==> src/tmtw_pkg.sv <==
// shared types and constants of the text-mode terminal writer
package tmtw_pkg;

  // default geometry and queue depth
  localparam int COLUMNS_DEF     = 80;
  localparam int ROWS_DEF        = 25;
  localparam int QUEUE_DEPTH_DEF = 2;

  // fixed field widths
  localparam int MODE_W = 2;
  localparam int CHAR_W = 8;
  localparam int IDX_W  = 11;
  localparam int POS_W  = 11;

  // special character codes and the reset color
  localparam logic [CHAR_W-1:0] CH_NEWLINE   = 8'h0A;
  localparam logic [CHAR_W-1:0] CH_BACKSPACE = 8'h08;
  localparam logic [CHAR_W-1:0] CH_SPACE     = 8'h20;
  localparam logic [CHAR_W-1:0] COLOR_RESET  = 8'h0A;

  // input modes
  typedef enum logic [MODE_W-1:0] {
    MODE_PUT   = 2'd0,
    MODE_CLEAR = 2'd1,
    MODE_READ  = 2'd2,
    MODE_NONE  = 2'd3
  } mode_t;

  // classified commands handed from front to back
  typedef enum logic [2:0] {
    OP_PUT,
    OP_NEWLINE,
    OP_BACKSPACE,
    OP_CLEAR,
    OP_READ,
    OP_NOP
  } op_t;

  typedef struct packed {
    op_t               op;
    logic [CHAR_W-1:0] ch;
    logic [IDX_W-1:0]  idx;
  } cmd_t;

  // back end sequencer states
  typedef enum logic [1:0] {
    BK_IDLE,
    BK_FILL,
    BK_READ
  } back_state_t;

endpackage

==> src/tmtw_queue.sv <==
// short command queue between front and back
module tmtw_queue #(
  parameter int DEPTH = tmtw_pkg::QUEUE_DEPTH_DEF
) (
  input  logic           clk,
  input  logic           rst,
  input  logic           push_valid,
  output logic           push_ready,
  input  tmtw_pkg::cmd_t push_cmd,
  output logic           pop_valid,
  input  logic           pop_en,
  output tmtw_pkg::cmd_t pop_cmd
);

  localparam int PW   = (DEPTH > 1) ? $clog2(DEPTH) : 1;
  localparam int CNTW = $clog2(DEPTH + 1);
  localparam logic [PW-1:0]   PTR_LAST = PW'(DEPTH - 1);
  localparam logic [CNTW-1:0] CNT_FULL = CNTW'(DEPTH);

  tmtw_pkg::cmd_t entries [DEPTH];
  logic [PW-1:0]   wr_ptr;
  logic [PW-1:0]   rd_ptr;
  logic [CNTW-1:0] count;
  logic            push;
  logic            pop;

  assign push_ready = (count != CNT_FULL);
  assign pop_valid  = (count != '0);
  assign push       = push_valid && push_ready;
  assign pop        = pop_en && pop_valid;
  assign pop_cmd    = entries[rd_ptr];

  // pointers and fill level
  always_ff @(posedge clk) begin
    if (rst) begin
      wr_ptr <= '0;
      rd_ptr <= '0;
      count  <= '0;
    end else begin
      if (push) begin
        wr_ptr <= (wr_ptr == PTR_LAST) ? '0 : wr_ptr + PW'(1);
      end
      if (pop) begin
        rd_ptr <= (rd_ptr == PTR_LAST) ? '0 : rd_ptr + PW'(1);
      end
      if (push && !pop) begin
        count <= count + CNTW'(1);
      end else if (pop && !push) begin
        count <= count - CNTW'(1);
      end
    end
  end

  // entry storage
  always_ff @(posedge clk) begin
    if (push) begin
      entries[wr_ptr] <= push_cmd;
    end
  end

endmodule

==> config.mk <==
export PLATFORM = sky130hd
export DESIGN_NAME = tmtw_queue
export DESIGN_NICKNAME = d
export VERILOG_FILES = /design/src/tmtw_pkg.sv /design/src/tmtw_queue.sv
export SDC_FILE = /design/constraint.sdc
export NUM_CORES = 1
export LEC_CHECK = 0
export BUFFER_PORTS_ARGS = -buffer_cell sky130_fd_sc_hd__buf_4
export CAP_MARGIN = 20
export CORE_ASPECT_RATIO = 0.6
export CORE_MARGIN = 2
export CORE_UTILIZATION = 46
export DETAILED_ROUTE_END_ITERATION = 6
export GPL_TIMING_DRIVEN = 0
export PLACE_DENSITY = 0.72
export SYNTH_ARGS = -nofsm -noshare
export SYNTH_HDL_FRONTEND = slang
export SYNTH_SLANG_ARGS = --single-unit
==> constraint.sdc <==
create_clock -name clk -period 1.5 [get_ports clk]
set_input_delay 0.225 -clock clk [delete_from_list [all_inputs] [get_ports clk]]
set_output_delay 0.225 -clock clk [all_outputs]
set_load 0.01 [all_outputs]
Yosys cells after proc, flatten, opt, wreduce, memory -nomap -nowiden
Memory sizes are Yosys's and may differ from the RTL's. A register that Yosys moved wholly into a read port is not among the register bits.
Index checks and enable logic that the tools add are counted.
{ "word_totals": {"register_bits": 4, "ramBits": 44, "n_memories": 1, "inputBits": 26, "output_inout_bits": 24} }
{ "memory_table": {"columns": ["name", "depth", "word_bits", "rd", "rd_clocked_by_memory_dff", "write_ports", "line_no", "text"], "rows": [
  ["entries", 2, 22, 1, 1, 1, "tmtw_queue.sv:20", "tmtw_pkg::cmd_t entries [DEPTH];"]
]} }
{ "classes": {"muxes": 8, "reduce_logical": 8, "eq_ne": 1, "addsub": 4} }
{ "op_table": {"columns": ["operator", "count"], "rows": [
  ["1-bit two-way mux", 6],
  ["1-bit logical AND", 4],
  ["2-bit two-way mux", 2],
  ["2-bit nonzero test", 2],
  ["1-bit adder, second input constant", 2],
  ["2-bit by 1-bit adder with 2-bit output, second input constant", 1],
  ["1-bit zero test", 2],
  ["2-bit != test, second input constant", 1],
  ["2-bit by 1-bit subtractor with 2-bit output, second input constant", 1]
]} }

Depth between registers and ports, before layout
{ "depth": {"depth_word": 6, "depth_mapped": 6} }

Worst setup path after synthesis
Ideal clock, no wire load.
{ "synth_timing": {"kind": "register to register", "from": "register count[0]", "to": "memory entries[1][0] (netlist bit) (enable)", "arrival_ns": 1.246, "setup_slack_ns": -0.127, "stages_incl_launch_ff": 3, "path_cell_list": "dfxtp_1 -> nand2b_1 -> and3_1"} }
{ "synth_between": {"elab_chain_cells": 4} }
{ "synth_lines": {"columns": ["item", "line_no", "text"], "rows": [
  ["start: declaration", "tmtw_queue.sv:23", "logic [CNTW-1:0] count;"],
  ["start signal: assignment", "tmtw_queue.sv:47", "count <= count + CNTW'(1);"],
  ["start signal: assignment", "tmtw_queue.sv:49", "count <= count - CNTW'(1);"],
  ["2-bit != test", "tmtw_queue.sv:27", "assign push_ready = (count != CNT_FULL);"],
  ["named net push_ready", "tmtw_queue.sv:8", "output logic push_ready,"],
  ["1-bit logical AND", "tmtw_queue.sv:29", "assign push = push_valid && push_ready;"],
  ["1-bit two-way mux", "tmtw_queue.sv:56", "if (push) begin"],
  ["1-bit two-way mux (not written as such)", "tmtw_queue.sv:57", "entries[wr_ptr] <= push_cmd;"],
  ["end: declaration", "tmtw_queue.sv:20", null]
]} }
The timed path passes the listed nets, and every way through them passes these cells.

==> impl_metrics.env <==
export IMPL_status="complete, but fails checks"
export IMPL_violations="negative setup slack"
export IMPL_drv_cap=0
export IMPL_ctsHtreeMaxLevel=2
export IMPL_slew_headroom_pct=78.3
export IMPL_setup_violations=19
export IMPL_clock_latency_ps=290
export IMPL_p_int_w=0.00295
export IMPL_clockPowerShare_pct=22.3
export IMPL_avgSynthCellArea_um2=19.6
export IMPL_fmax_mhz=656
export IMPL_power_frac_comb_pct=32.3
export IMPL_grt_use_met2_pct=27.0
export IMPL_gp_congestion=0.672
export IMPL_holdPathEnd="entries[0][18]"
export IMPL_critical_path_buf_inv_count=2
export IMPL_initial_core_util_pct=48.7
export IMPL_yosys_warnings=0
export IMPL_fin_crit_ps=1520
export IMPL_netlist_area_um2=1800
export IMPL_worst_slew_pin_slew_ps=323
export IMPL_finalSetupTns_ps=-289
export IMPL_rrSetupSlack_ps=-10
export IMPL_slowest_stage="dfxtp_4"
export IMPL_seq_power_share_pct=45.4
export IMPL_port_buffers=49
export IMPL_yosysUniqueCellTypes=17
export IMPL_crit_chain="buf_8 -> mux2_2 -> buf_4"
export IMPL_clockRootBuffer="clkbuf_8"
export IMPL_grt_most_used_layer="met2"
export IMPL_core_area_um2=3700
export IMPL_final_antenna_net_count=0
export IMPL_synth_seq_area_share_pct=78.9
export IMPL_die_h_um=52.5
export IMPL_clk_pin_slew_ps=80
export IMPL_synth_nets=119
export IMPL_leakage_nw=0.924
export IMPL_hold_class="in2reg"
export IMPL_die_x_um=84.8
export IMPL_critPathTopFamily="flip-flops"
export IMPL_design_area_um2=2450
export IMPL_grt_pass1_vias=1013
export IMPL_dp_slack_ps=-271
export IMPL_io_pins=50
export IMPL_drt_wirelength_per_cell_um=15.5
export IMPL_clock_path_buffers=2
export IMPL_rr_startpoint="count[0]"
export IMPL_regToRegEndpoint="count[1]"
export IMPL_overflow=0
export IMPL_grt_setup_unrepaired="true"
export IMPL_grt_max_degree=23
export IMPL_n_antenna_cell=0
export IMPL_hp_start="push_cmd[18]"
export IMPL_firstDrtPassIters=4
export IMPL_ff2ff_path_depth=6
export IMPL_p_sw_share_pct=26.1
export IMPL_netlist_instances=92
export IMPL_worstPathArrival_ps=1300
export IMPL_synth_seq_cells=49
export IMPL_totalWireLength_mm=3.11
export IMPL_utilization_pct=66.3
export IMPL_path_class="reg2out"
export IMPL_cts_tree="yes"
export IMPL_end_kind="output port"
export IMPL_drv_slew=0
export IMPL_placed_cell_area_um2=2240
export IMPL_die_area_um2=4450
export IMPL_drive_above_1_share_pct=61.4
export IMPL_grt_pass1_wl_mm=4.85
export IMPL_layout_setup_ws_ps=-24.6
export IMPL_irDropWorstVdd_uv=843
export IMPL_fin_nets=179
export IMPL_use_met3_pct=5.67
export IMPL_worst_clock_skew_ps=4.45
export IMPL_use_met1_pct=16.9
export IMPL_place_hpwl_mm=2.02
export IMPL_path_max_fanout=10
export IMPL_critPathMaxStageDelay_ps=380
export IMPL_hold_depth=1
export IMPL_first_iter_violations=56
export IMPL_critPathLaunchType="flop"
export IMPL_cts_sinks=49
export IMPL_cp_data_required_time_ps=1270
export IMPL_drcViolationCount=0
export IMPL_p_sw_w=0.00104
export IMPL_area_growth_pct=36.1
export IMPL_period_share_pct=102
export IMPL_track_usage_pct=15.1
export IMPL_finalHoldViolations=0
export IMPL_ctsHoldBuffers=0
export IMPL_dr_total_vias=991
export IMPL_vias_per_cell=4.96
export IMPL_power_density_nw_per_um2=1630
export IMPL_antenna_found_initial=0
export IMPL_cts_buffers=5
export IMPL_floorplan_rows=17
worst register-to-register path, delay by kind of cell (launching register included):
kind	cells	cell delay, ps
AO/OA/AOI/OAI	1	120
XOR/XNOR	1	140
adder cells (fa/ha/maj)	1	150
flip-flops	1	370
AND/OR/NAND/NOR	3	660
routing by layer:
metal,part of all wire (%),wire (um)
met1,40,1230
met2,52,1610
met3,8.0,247
met4,0.58,18
met5,0,0
power groups by stage:
stage               Sequential, W  Clock, W  Combinational [W]
finish                    0.00181  0.000890            0.00129
global route              0.00183  0.000964            0.00139
CTS                       0.00181  0.000915            0.00126
detailed placement        0.00183         0            0.00112
global placement          0.00181         0            0.00109
floorplan                 0.00180         0           0.000644
registers in the layout (all words and copies together), names as in the netlist, named ones only:
register and flops:
count 2, entries 44, rd_ptr 1, wr_ptr 1
synth_stat cells:
master    number  share of area, %
inv_1          1              0.21
or2_2          1              0.35
edfxtp_1      44                73
nand3b_1       1              0.42
a21oi_1        2              0.56
or3_1          1              0.35
dfxtp_1        5               5.6
and2_1         1              0.35
a21bo_2        1              0.56
o21ai_0        2              0.56
and3_1         1              0.35
buf_2          2              0.56
ha_1           1              0.69
nand2b_1       1              0.35
nor2_1         3              0.62
mux2_2        22                14
xor2_1         3               1.5
placed cells by master (no fill, tap or decap), types with 2 or more instances in the layout:
cell type | Yosys | final
nor2_1 | 3 | 3
mux2_4 | 0 | 2
clkinvlp_4 | 0 | 2
xor2_1 | 3 | 3
buf_4 | 0 | 50
buf_8 | 0 | 2
dfxtp_4 | 0 | 2
mux2_2 | 22 | 20
dfxtp_1 | 5 | 2
edfxtp_1 | 44 | 44
clkbuf_8 | 0 | 5
repair_timing:
item                                    CTS  global route
endpoints found under the hold margin     0             0
pin swaps                                 2             0
buffers inserted                          2             1
cloned                                    1             0
gates resized for setup                  19             2
endpoints found under the setup margin   65            49
worst max-delay path by stage:
stage,end,slack [ps],cells past startpoint
final,pop_cmd[4],-20,3
after global routing,pop_cmd[4],-80,3
after CTS,pop_cmd[11],-40,3
after detailed placement,entries[0][4],-270,3
after global placement,entries[0][14],-200,3
after floorplan,count[1],6,5
cells by family (layout without fill, tap and decap cells):
group | after synthesis | in the layout | share of synthesized area, %
AOI/OAI and AO/OA | 5 | 5 | 1.67
xor gates and xnor gates | 3 | 3 | 1.46
adders and majority gates | 1 | 1 | 0.694
buffers and inverters | 3 | 64 | 0.764
DFF | 49 | 49 | 78.9
muxes | 22 | 22 | 13.8
and+or+nand+nor | 9 | 9 | 2.78
layout make-up:
type | instances | area (um2)
repair inverters | 1 | 7.51
flip-flops and latches | 49 | 1430
fillers | 272 | 1250
well taps | 47 | 58.8
multi-input cells | 40 | 405
inverters | 1 | 7.51
repair buffers | 52 | 407
clock inverters | 2 | 33.8
clock buffers | 6 | 72.6
plain buffers | 2 | 30.0
per-stage QoR:
stage,power (W),std cells,hold WS [ps]
floorplan,0.00244,92,294
global placement,0.00290,188,409
detailed placement,0.00294,188,414
CTS,0.00399,199,103
global route,0.00419,200,94.4
finish,0.00399,200,111
Note: power is estimated with default switching activity, not from simulation.
